**config.mk**
```make
export PLATFORM = sky130hd
export DESIGN_NAME = double_ended_queue_unit
export DESIGN_NICKNAME = d
export VERILOG_FILES = /design/src/rtl/deq_pkg.sv /design/src/rtl/deq_ram.sv /design/src/rtl/double_ended_queue_unit.sv
export SDC_FILE = /design/constraint.sdc
export NUM_CORES = 1
export LEC_CHECK = 0
export BUFFER_PORTS_ARGS = -buffer_cell sky130_fd_sc_hd__buf_4
export CORE_MARGIN = 2
export CORE_UTILIZATION = 30
export CTS_CLUSTER_SIZE = 14
export DETAILED_ROUTE_END_ITERATION = 6
export PLACE_DENSITY = 0.43
export SLEW_MARGIN = 20
export SYNTH_ARGS = -nofsm -noshare
export SYNTH_HDL_FRONTEND = slang
export SYNTH_SLANG_ARGS = --single-unit
```
**constraint.sdc**
```tcl
create_clock -name clk -period 6.08 [get_ports clk]
set_input_delay 0.608 -clock clk [delete_from_list [all_inputs] [get_ports clk]]
set_output_delay 0.608 -clock clk [all_outputs]
set_load 0.005 [all_outputs]
```
**src/rtl/deq_pkg.sv**
```systemverilog
// deq_pkg: opcodes and transfer structs for the double-ended queue unit
// no dependencies; imported by the queue top level
package deq_pkg;

  // operation codes carried in the command opcode field
  typedef enum logic [2:0] {
    OP_NONE       = 3'd0,
    OP_PUSH_FRONT = 3'd1,
    OP_PUSH_BACK  = 3'd2,
    OP_POP_FRONT  = 3'd3,
    OP_POP_BACK   = 3'd4
  } deq_op_t;

  // word reported for front and back when the queue holds nothing
  localparam logic signed [31:0] EMPTY_WORD = -32'sd1;

  // one command transfer
  typedef struct packed {
    logic [2:0]         opcode;
    logic signed [31:0] push_value;
  } deq_cmd_t;

  // one result transfer
  typedef struct packed {
    logic signed [31:0] front_value;
    logic signed [31:0] back_value;
    logic [4:0]         entry_count;
    logic               is_empty;
    logic               is_full;
    logic               overflow;
  } deq_result_t;

endpackage

```
**src/rtl/deq_ram.sv**
```systemverilog
// deq_ram: generic single-write, single-read synchronous RAM
// read data registered; no package dependency
module deq_ram #(
  parameter int WIDTH = 32,
  parameter int DEPTH = 16
) (
  input  logic                     clk,
  input  logic                     we,
  input  logic [$clog2(DEPTH)-1:0] waddr,
  input  logic [WIDTH-1:0]         wdata,
  input  logic [$clog2(DEPTH)-1:0] raddr,
  output logic [WIDTH-1:0]         rdata
);

  logic [WIDTH-1:0] mem [DEPTH];

  // write port and registered read port (read during write returns old data)
  always_ff @(posedge clk) begin
    if (we) begin
      mem[waddr] <= wdata;
    end
    rdata <= mem[raddr];
  end

endmodule

```
**src/rtl/double_ended_queue_unit.sv**
```systemverilog
// Bounded double-ended queue of signed 32-bit words held in a ring buffer of
// DEPTH entries. A command is taken on any cycle with start high (busy stays
// low), so one command per cycle is sustained; its result appears on result
// with done high exactly one cycle later, and must be captured then since
// the receiver cannot stall it. The latency is set by the registered read of
// the two storage RAMs, one read at the front position and one at the back.
// A push on a full queue is dropped and flagged as overflow; a pop on an
// empty queue is ignored. Front and back read all ones when empty.
// Depends on deq_pkg and deq_ram.
module double_ended_queue_unit #(
  parameter int DEPTH = 16
) (
  input  logic                 clk,
  input  logic                 rst,
  input  logic                 start,
  output logic                 busy,
  input  deq_pkg::deq_cmd_t    cmd,
  output logic                 done,
  output deq_pkg::deq_result_t result
);

  import deq_pkg::*;

  localparam int AW = $clog2(DEPTH);
  localparam int CW = $clog2(DEPTH + 1);

  // ring position and occupancy
  logic [AW-1:0] front_index, front_next;
  logic [CW-1:0] stored_count, count_next;

  // storage port controls
  logic          we;
  logic [AW-1:0] waddr;
  logic [AW-1:0] back_addr;
  logic [31:0]   front_rdata, back_rdata;

  // registered result bookkeeping
  logic              fwd_front, fwd_back, ovf_q;
  logic [CW-1:0]     count_q;
  logic signed [31:0] fwd_value;

  logic          accept;
  logic          full_now;
  logic          ovf;
  logic [AW-1:0] tail_addr;
  logic [CW:0]   back_sum;

  // reduce a sum below twice the depth to a ring position
  function automatic logic [AW-1:0] wrap_pos(input logic [CW:0] s);
    logic [CW:0] t;
    t = (s >= (CW+1)'(DEPTH)) ? s - (CW+1)'(DEPTH) : s;
    return t[AW-1:0];
  endfunction

  assign busy     = 1'b0;
  assign accept   = start;
  assign full_now = (stored_count == CW'(DEPTH));
  assign tail_addr = wrap_pos({{(CW+1-AW){1'b0}}, front_index} + {1'b0, stored_count});

  // next position, next count and the storage write
  always_comb begin
    front_next = front_index;
    count_next = stored_count;
    we         = 1'b0;
    waddr      = tail_addr;
    ovf        = 1'b0;
    if (accept) begin
      case (cmd.opcode)
        OP_PUSH_FRONT: begin
          if (full_now) begin
            ovf = 1'b1;
          end else begin
            front_next = (front_index == '0) ? AW'(DEPTH - 1) : front_index - 1'b1;
            we         = 1'b1;
            waddr      = front_next;
            count_next = stored_count + 1'b1;
          end
        end
        OP_PUSH_BACK: begin
          if (full_now) begin
            ovf = 1'b1;
          end else begin
            we         = 1'b1;
            waddr      = tail_addr;
            count_next = stored_count + 1'b1;
          end
        end
        OP_POP_FRONT: begin
          if (stored_count != '0) begin
            front_next = wrap_pos({{(CW+1-AW){1'b0}}, front_index} + (CW+1)'(1));
            count_next = stored_count - 1'b1;
          end
        end
        OP_POP_BACK: begin
          if (stored_count != '0) begin
            count_next = stored_count - 1'b1;
          end
        end
        default: begin
          front_next = front_index;
        end
      endcase
    end
  end

  // back position after the command
  assign back_sum  = {{(CW+1-AW){1'b0}}, front_next} + {1'b0, count_next};
  assign back_addr = (count_next == '0) ? front_next : wrap_pos(back_sum - (CW+1)'(1));

  // position and occupancy registers
  always_ff @(posedge clk) begin
    if (rst) begin
      front_index  <= '0;
      stored_count <= '0;
      done         <= 1'b0;
    end else begin
      front_index  <= front_next;
      stored_count <= count_next;
      done         <= accept;
    end
  end

  // result side registers; a same-cycle write bypasses the old read data
  always_ff @(posedge clk) begin
    if (accept) begin
      count_q   <= count_next;
      ovf_q     <= ovf;
      fwd_value <= cmd.push_value;
      fwd_front <= we && (waddr == front_next);
      fwd_back  <= we && (waddr == back_addr);
    end
  end

  // two copies of the ring, one read at the front and one at the back
  deq_ram #(
    .WIDTH(32),
    .DEPTH(DEPTH)
  ) u_front_ram (
    .clk  (clk),
    .we   (we),
    .waddr(waddr),
    .wdata(cmd.push_value),
    .raddr(front_next),
    .rdata(front_rdata)
  );

  deq_ram #(
    .WIDTH(32),
    .DEPTH(DEPTH)
  ) u_back_ram (
    .clk  (clk),
    .we   (we),
    .waddr(waddr),
    .wdata(cmd.push_value),
    .raddr(back_addr),
    .rdata(back_rdata)
  );

  // assemble the result transfer
  always_comb begin
    result.entry_count = 5'(count_q);
    result.is_empty    = (count_q == '0);
    result.is_full     = (count_q == CW'(DEPTH));
    result.overflow    = ovf_q;
    if (count_q == '0) begin
      result.front_value = EMPTY_WORD;
      result.back_value  = EMPTY_WORD;
    end else begin
      result.front_value = fwd_front ? fwd_value : front_rdata;
      result.back_value  = fwd_back ? fwd_value : back_rdata;
    end
  end

endmodule
```
==> results of run 1 <==
[power breakdown]
group          internal (uW)  total (uW)  leakage (uW)  switching, uW
sequential              4910        5040       0.00562            126
clock                   2620        4430       0.00117           1810
combinational           1460        3440       0.00538           1980
[routing by layer]
layer	vias to the layer above	share of wire	GRT usage
li1	9415	-	-
met1	10576	0.44	0.262
met2	716	0.48	0.326
met3	140	0.057	0.0320
met4	0	0.020	0.0515
met5	-	0	0
[cells in the final DEF (no fill, tap or decap), drive strengths merged, types with 10 or more instances in the layout]
cell type,instances
buf,172
nor2,32
a222oi,32
mux2,194
nand4,32
and3,33
a21oi,15
nand2b,11
clkbuf,95
xnor2,10
clkinv,29
a31oi,35
mux2i,135
ha,11
nand3,266
o21ai,10
a2bb2oi,64
inv,22
dfxtp,74
edfxtp,552
nand2,624
a311oi,64
[cell families (layout without fill, tap and decap cells)]
group           after synthesis  count (layout)  share of synthesized area
simple gates               1045            1045                      0.158
flops                       626             626                      0.611
mux                         329             329                      0.120
compound gates              250             250                     0.0694
buf+inv                     205             329                     0.0311
xor+xnor                     17              17                    0.00504
fa+ha+maj                    13              13                    0.00601
other cells                   1               1                   0.000127
[registers in the layout, indices dropped and copies added, names as in the netlist, 4 cells and up]
name               cells
u_front_ram.mem      480
fwd_value             32
u_back_ram.mem        32
u_back_ram.rdata      32
u_front_ram.rdata     32
count_q                5
stored_count           5
front_index            4
[per-stage QoR]
step,area (um2),cells,utilization,hold WS [ps],power (uW)
floorplan,29600,2486,-,580,7350
global placement,32000,3758,0.326,605,8580
detailed placement,32000,3758,0.326,602,8580
CTS,34400,3897,0.351,235,13000
global route,34400,3897,0.351,258,13500
finish,34400,3897,0.351,271,12900
[final timing paths]
check,startpoint,to,slack (ps),cells past startpoint
max,stored_count[1]$_SDFF_PP0_,u_back_ram.rdata[16]$_DFF_P_,460,21
min,rst,stored_count[4]$_SDFF_PP0_,270,2
max reg2reg,stored_count[1]$_SDFF_PP0_,u_back_ram.rdata[16]$_DFF_P_,460,21
min reg2reg,u_front_ram.mem[13][21]$_DFFE_PP_,u_back_ram.rdata[21]$_DFF_P_,610,3
[cell type report]
| cell class | count | area, um2 |
|---|---|---|
| multi-input combinational | 1655 | 10800 |
| tap | 1287 | 1610 |
| clock inverter | 44 | 392 |
| inverter | 18 | 77.6 |
| clock buffer | 95 | 2020 |
| sequential | 626 | 18100 |
| timing repair buffer | 172 | 1390 |
| fill | 9421 | 63600 |
==> impl_metrics.tcl, run 1 <==
set metrics [dict create \
    status "finished, violations left" \
    violations "DRC" \
    rsz0062_at_grt "no" \
    vias 20847 \
    wl_per_cell_um 25.9 \
    maxCapViolations 0 \
    powerDensity_nw_per_um2 375 \
    finalSetupViolCount 0 \
    drt_iter0_markers 2001 \
    antenna_found_initial 0 \
    hold_buffers 0 \
    grt_pass1_vias 20929 \
    critPathArrivalTime_ps 6160 \
    syn_area_per_cell_um2 11.9 \
    fin_skew_ps 24.7 \
    die_y_um 318 \
    period_share 0.924 \
    fin_ws_ps 460 \
    cp-end-kind "flop" \
    fin_crit_ps 5620 \
    core_um2 98000 \
    overflow 0 \
    syn_inst 2486 \
    port_buffers 110 \
    yosys.area.top_type "edfxtp_1" \
    place_ws_ps 334 \
    setup_tns_ps 0 \
    tightestPinTransition_ps 1060 \
    route.detailed.drc 1 \
    clock_sinks 626 \
    synth_seq_area_share 0.611 \
    place_congestion 0.791 \
    syn_area_um2 29600 \
    drtPass1Iterations 7 \
    post_cts_buffers 0 \
    cts_buffer_depth 3 \
    max_stage_delay_ps 750 \
    area_delta_synth_final_pct 16.4 \
    nNetsFinal 2599 \
    start_util 0.302 \
    synth_top_cells_by_count "624 x nand2_1, 552 x edfxtp_1, 266 x nand3_1, 193 x mux2_2, 135 x mux2i_1" \
    synth_edf_count 552 \
    viasPerCell 5.35 \
    critPathSlowestCell "o32ai_4" \
    grt_max_degree 163 \
    ys.flop_type "edfxtp_1" \
    placement_rows 115 \
    insertion_delay_ps 620 \
    leakagePower_uw 0.0122 \
    ioPinCount 112 \
    ys_ff_latch 626 \
    tritoncts "done" \
    yosysMostFrequentCell "nand2_1" \
    hpwlAfterDp_um 55700 \
    h-tree-depth 3 \
    cts_buffers 75 \
    post_cts_resized 0 \
    grt_pass1_wl_um 146000 \
    max_freq_ghz 0.178 \
    async_reset_ff_frac 0 \
    wirelength_um 101000 \
    timing.critical_path.buf_inv 6 \
    clock-root-buffer "clkbuf_16" \
    maxSlewHeadroom 0.295 \
    grt.total_usage 0.195 \
    crit_family "compound AO/OA/AOI/OAI gates" \
    die_w_um 318 \
    ys_top_cells_by_area "edfxtp_1 56%, nand2_1 7.9%, mux2_2 7.4%, dfxtp_1 5.0%, mux2i_1 4.6%" \
    n_antenna_cell 0 \
    slew_viol_final 0 \
    synth_nets 2537 \
    synth_cell_types 70 \
    drive_above_1_share 0.199 \
    crit_required_ps 6620 \
    synth_warnings 0 \
    hold_violations 0 \
    critPathLaunchType "flop" \
    synth_top_area_frac 0.561 \
    worstPathCellList "inv_1, ha_1, or4b_2, o21ai_0, nand2_1, xnor2_2, clkinv_1, ha_1, inv_1, ha_1, inv_1, fa_1, xor2_1, and2_1, a211oi_2, buf_4, mux2i_1, o32ai_4, buf_4, a222oi_1, nand4_1" \
    hold_class "input port to flop" \
    die-area_um2 101000 \
    critPathKind "flop to flop" \
    ir_drop_uv 188 \
    clk_pin_slew_worst_paths_ps 60 \
    postRouteAntennaNets 0 \
    crit_fanout 21 \
]
Power figures use the tool's default switching activity.
==> run 2: changes to the inputs <==
--- a/config.mk
+++ b/config.mk
@@ -8,6 +8,7 @@
 export BUFFER_PORTS_ARGS = -buffer_cell sky130_fd_sc_hd__buf_4
 export CORE_MARGIN = 2
 export CORE_UTILIZATION = 30
+export CTS_BUF_LIST = sky130_fd_sc_hd__clkbuf_16
 export CTS_CLUSTER_SIZE = 14
 export DETAILED_ROUTE_END_ITERATION = 6
 export PLACE_DENSITY = 0.43
==> run 2 against run 1 <==
Compared with the run above: register-to-register slack lost 20 ps; wire length about the same; critical path type unchanged; critical endpoint unchanged; via count is 0.42% higher; cell count unchanged; non-clock buffer count unchanged; total power down 0.67%; first-iteration DRC count decreased by 3.7%; the run still ends with DRC left; highest routed layer unchanged.
==> impl_metrics.tcl, run 2 (same netlist as run 1, synthesis figures left out) <==
set metrics [dict create \
    die_w_um 318 \
    hold_buffers 0 \
    place_congestion 0.791 \
    grt.total_usage 0.195 \
    cts_buffers 75 \
    hold_class "input port to flop" \
    final_cell_mix "623 x nand2_1, 552 x edfxtp_1, 266 x nand3_1" \
    rsz0062_at_grt "no" \
    clk_pin_slew_worst_paths_ps 50 \
    post_cts_resized 0 \
    clock-root-buffer "clkbuf_16" \
    ioPinCount 112 \
    tightestPinTransition_ps 1040 \
    setup_tns_ps 0 \
    grt_pass1_wl_um 146000 \
    crit_family "compound AO/OA/AOI/OAI gates" \
    hpwlAfterDp_um 55700 \
    tritoncts "done" \
    port_buffers 110 \
    regMostFlops "u_front_ram.mem" \
    ir_drop_uv 188 \
    nNetsFinal 2599 \
    route.detailed.drc 2 \
    drive_above_1_share 0.197 \
    comb_power_share 0.268 \
    cp-end-kind "flop" \
    drt_iter0_markers 1926 \
    finalSetupViolCount 0 \
    die_y_um 318 \
    drtPass1Iterations 7 \
    overflow 0 \
    clock_sinks 626 \
    worstPathCellList "inv_1, ha_1, or4b_2, o21ai_0, nand2_1, xnor2_2, clkinv_1, ha_1, inv_1, ha_1, inv_1, fa_1, xor2_1, and2_1, a211oi_2, buf_4, mux2i_1, o32ai_4, buf_4, a222oi_1, nand4_1" \
    violations "DRC" \
    antenna_found_initial 0 \
    fin_skew_ps 23.5 \
    hold_violations 0 \
    vias 20935 \
    critPathArrivalTime_ps 6180 \
    leakagePower_uw 0.0122 \
    crit_required_ps 6620 \
    n_antenna_cell 0 \
    largest_reg_flops 480 \
    die-area_um2 101000 \
    final_core_util 0.351 \
    slew_viol_final 0 \
    grt_max_degree 163 \
    switchingPower_uw 3920 \
    seqPwrFrac 0.393 \
    max_freq_ghz 0.177 \
    max_stage_delay_ps 760 \
    wl_per_cell_um 25.9 \
    layout_commonest_cell "nand2_1" \
    grt_pass1_vias 20928 \
    post_cts_buffers 0 \
    sw_frac_of_total 0.306 \
    crit_fanout 21 \
    postRouteAntennaNets 0 \
    powerDensity_nw_per_um2 373 \
    critPathKind "flop to flop" \
    viasPerCell 5.37 \
    internal_power_uw 8900 \
    fin_crit_ps 5640 \
    cts_buffer_depth 3 \
    h-tree-depth 3 \
    core_um2 98000 \
    period_share 0.927 \
    p_total_uw 12800 \
    timing.critical_path.buf_inv 6 \
    maxCapViolations 0 \
    critPathLaunchType "flop" \
    insertion_delay_ps 620 \
    critPathSlowestCell "o32ai_4" \
    start_util 0.302 \
    placement_rows 115 \
    p_clk_frac 0.338 \
    wirelength_um 101000 \
    status "finished, violations left" \
    area_delta_synth_final_pct 16.2 \
    maxSlewHeadroom 0.302 \
]
## run 2: changes by cell type in the layout (fill, tap and decap cells not counted)
| cell | delta |
|---|---|
| clkbuf_1 | -14 |
| inv_1 | +14 |
| clkbuf_8 | -5 |
| clkinv_1 | +5 |
## run 2: layout make-up
cell class              instances  area, um2
fillers                      9429      63600
flip-flops and latches        626      18100
multi-input cells            1655      10800
clock buffers                  76       1900
well taps                    1287       1610
repair buffers                172       1390
clock inverters                63        463
inverters                      18       77.6
## run 2: per-stage QoR
stage | worst slack (ps) | hold WS, ps | instances | cell area, um2
finish | 442 | 272 | 3897 | 34300
detailed placement | 334 | 602 | 3758 | 32000
global route | 89.1 | 258 | 3897 | 34300
floorplan | 741 | 580 | 2486 | 29600
CTS | 290 | 235 | 3897 | 34300
global placement | 337 | 605 | 3758 | 32000
## run 2: worst register-to-register path, stage by stage, from the launching register on
cell and delay (ps):
dfxtp_1 360, inv_1 140, ha_1 300, or4b_2 650
o21ai_0 120, nand2_1 120, xnor2_2 260, clkinv_1 140
ha_1 200, inv_1 60, ha_1 140, inv_1 50
fa_1 470, xor2_1 180, and2_1 180, a211oi_2 200
buf_4 190, mux2i_1 170, o32ai_4 760, buf_4 560
a222oi_1 170, nand4_1 130
## run 2: routing by layer
metal / vias to the layer above / share of wire / GRT usage / routed length (um)
li1: 9422 / - / - / -
met1: 10650 / 0.44 / 0.262 / 44700
met2: 716 / 0.48 / 0.326 / 48400
met3: 147 / 0.056 / 0.0320 / 5640
met4: 0 / 0.021 / 0.0515 / 2090
met5: - / 0 / 0 / 0
## run 2: power by group through the flow
stage | combinational, uW | sequential (uW) | clock (uW)
detailed placement | 3440 | 5140 | 0
finish | 3440 | 5040 | 4340
global placement | 3440 | 5140 | 0
floorplan | 2300 | 5050 | 0
global route | 3690 | 5060 | 4630
CTS | 3450 | 5050 | 4460
## run 2: final timing paths
| kind | start | to | slack, ps | depth (start not counted) |
|---|---|---|---|---|
| worst min register to register | u_front_ram.mem[9][21]$_DFFE_PP_ | u_back_ram.rdata[21]$_DFF_P_ | 610 | 3 |
| worst max-delay path | stored_count[1]$_SDFF_PP0_ | u_back_ram.rdata[16]$_DFF_P_ | 440 | 21 |
| worst min-delay path | rst | stored_count[4]$_SDFF_PP0_ | 270 | 2 |
| worst max register to register | stored_count[1]$_SDFF_PP0_ | u_back_ram.rdata[16]$_DFF_P_ | 440 | 21 |
==> run 3: changes to the inputs <==
--- a/config.mk
+++ b/config.mk
@@ -6,12 +6,13 @@
 export NUM_CORES = 1
 export LEC_CHECK = 0
 export BUFFER_PORTS_ARGS = -buffer_cell sky130_fd_sc_hd__buf_4
-export CORE_MARGIN = 2
+export CORE_MARGIN = 8
 export CORE_UTILIZATION = 30
 export CTS_BUF_LIST = sky130_fd_sc_hd__clkbuf_16
 export CTS_CLUSTER_SIZE = 14
 export DETAILED_ROUTE_END_ITERATION = 6
 export PLACE_DENSITY = 0.43
+export REMOVE_ABC_BUFFERS = 1
 export SLEW_MARGIN = 20
 export SYNTH_ARGS = -nofsm -noshare
 export SYNTH_HDL_FRONTEND = slang
==> run 3 against run 2 <==
Compared with the run above: the run now ends clean; sequential power about the same; fmax is 0.20% higher; clock power about the same; global-route usage decreased by 1.2 points; critical path type unchanged; largest power group unchanged.
==> impl_metrics.tcl, run 3 (same netlist as run 1, synthesis figures left out) <==
set metrics [dict create \
    ioPinCount 112 \
    port_buffers 110 \
    switchingPower_uw 3950 \
    worst-r2r-setup-slack_ps 450 \
    cts_buffers 74 \
    sw_frac_of_total 0.307 \
    route.detailed.drc 0 \
    crit_fanout 21 \
    clock-root-buffer "clkbuf_16" \
    critPathLaunchType "flop" \
    fin_cells 3897 \
    n_antenna_cell 0 \
    postRouteAntennaNets 0 \
    hold_violations 0 \
    drtPass1Iterations 7 \
    hold_ws_ps 272 \
    max_stage_delay_ps 640 \
    drt_iter0_markers 1841 \
    area_delta_synth_final_pct 16.3 \
    tritoncts "done" \
    antenna_found_initial 0 \
    leakagePower_uw 0.0123 \
    grt_pass1_vias 21488 \
    core_um2 98000 \
    hold_buffers 0 \
    clk_pin_slew_worst_paths_ps 60 \
    vias 21034 \
    final_cell_mix "623 x nand2_1, 552 x edfxtp_1, 266 x nand3_1" \
    critPathSlowestCell "or4b_2" \
    ir_drop_uv 238 \
    hold_class "input port to flop" \
    status "finished clean" \
    insertion_delay_ps 630 \
    crit_family "buffers and inverters" \
    rsz0062_at_grt "no" \
    setup_tns_ps 0 \
    overflow 0 \
    timing.critical_path.buf_inv 6 \
    cp-end-kind "flop" \
    wl_per_cell_um 26.2 \
    crit_required_ps 6640 \
    slew_viol_final 0 \
    cts_buffer_depth 3 \
    layout_commonest_cell "nand2_1" \
    nNetsFinal 2600 \
    seqPwrFrac 0.394 \
    viasPerCell 5.40 \
    fin_skew_ps 22.1 \
    nFillCells 9518 \
    period_share 0.925 \
    grt.total_usage 0.183 \
    start_util 0.302 \
    h-tree-depth 3 \
    regMostFlops "u_front_ram.mem" \
    die_w_um 330 \
    grt_max_degree 180 \
    fin_crit_ps 5630 \
    place_inst 3758 \
    die_y_um 330 \
    worstPathCellList "inv_1, ha_1, or4b_2, o21ai_0, nand2_1, xnor2_1, clkinv_1, ha_1, inv_1, ha_1, inv_1, fa_1, xor2_1, and2_1, a211oi_2, buf_4, mux2i_1, a21oi_4, buf_4, a2bb2oi_1, nand4_1" \
    tightestPinTransition_ps 1120 \
    finalSetupViolCount 0 \
    clock_sinks 626 \
    critPathKind "flop to flop" \
    max_freq_ghz 0.178 \
    internal_power_uw 8900 \
    critPathArrivalTime_ps 6180 \
    hpwlAfterDp_um 54500 \
    post_cts_resized 0 \
    place_congestion 0.819 \
    die-area_um2 109000 \
    comb_power_share 0.269 \
    maxCapViolations 0 \
    wirelength_um 102000 \
    placement_rows 115 \
    largest_reg_flops 480 \
    drive_above_1_share 0.195 \
    powerDensity_nw_per_um2 374 \
    grt_pass1_wl_um 148000 \
    maxSlewHeadroom 0.253 \
    p_clk_frac 0.337 \
]
## run 3: cell count changes in the layout (fill, tap and decap cells not counted), sizes merged
cell / delta
inv: +9
clkinv: -6
clkinvlp: -4
buf: +2
clkbuf: -1
## run 3: area by class of cell
class / count / area (um2) / area share
tap: 1287 / 1610 / 0.0469
multi-input combinational: 1655 / 10800 / 0.315
inverter: 18 / 77.6 / 0.00226
clock buffer: 75 / 1880 / 0.0546
sequential: 626 / 18100 / 0.525
clock inverter: 62 / 457 / 0.0133
timing repair buffer: 174 / 1450 / 0.0422
## run 3: routing by layer
| metal | wire (um) | up-vias | share of wire | track usage |
|---|---|---|---|---|
| li1 | - | 9411 | - | - |
| met1 | 43700 | 10700 | 0.43 | 0.232 |
| met2 | 49900 | 726 | 0.49 | 0.317 |
| met3 | 5510 | 197 | 0.054 | 0.0279 |
| met4 | 3090 | 0 | 0.030 | 0.0605 |
| met5 | 0 | - | 0 | 0 |
## run 3: worst paths after layout
kind / cells after the start / from / endpoint
setup / recovery: 21 / stored_count[1]$_SDFF_PP0_ / u_back_ram.rdata[23]$_DFF_P_
hold / removal: 2 / rst / done$_SDFF_PP0_
setup reg to reg: 21 / stored_count[1]$_SDFF_PP0_ / u_back_ram.rdata[23]$_DFF_P_
hold reg to reg: 3 / u_back_ram.mem[11][27]$_DFFE_PP_ / u_back_ram.rdata[27]$_DFF_P_
## run 3: worst reg2reg max path, cell delays in order, from the launching register on
cell and delay (ps):
dfxtp_1 360, inv_1 150, ha_1 310, or4b_2 640, o21ai_0 100, nand2_1 90
xnor2_1 380, clkinv_1 170, ha_1 200, inv_1 60, ha_1 140, inv_1 50
fa_1 470, xor2_1 190, and2_1 180, a211oi_2 210, buf_4 200, mux2i_1 190
a21oi_4 620, buf_4 550, a2bb2oi_1 200, nand4_1 110
## run 3: power by group through the flow
| stage | clock, uW | combinational, uW | sequential [uW] |
|---|---|---|---|
| after floorplan | 0 | 2260 | 5060 |
| after global placement | 0 | 3450 | 5160 |
| after detailed placement | 0 | 3470 | 5150 |
| after CTS | 4450 | 3480 | 5070 |
| after global routing | 4620 | 3710 | 5070 |
| final | 4330 | 3460 | 5060 |
## run 3: what timing repair did
action,4_1_cts,5_1_grt
hold endpoints to repair,0,0
setup endpoints to repair,0,4
setup buffers,0,2
## run 3: metrics by stage
step / total power, uW / utilization / worst slack, ps / cell area [um2]
2_1_floorplan: 7320 / - / -8680 / 28700
3_3_place_gp: 8610 / 0.327 / 378 / 32000
3_5_place_dp: 8620 / 0.327 / 350 / 32000
4_1_cts: 13000 / 0.351 / 299 / 34400
5_1_grt: 13400 / 0.351 / 120 / 34400
6_report: 12800 / 0.351 / 454 / 34400
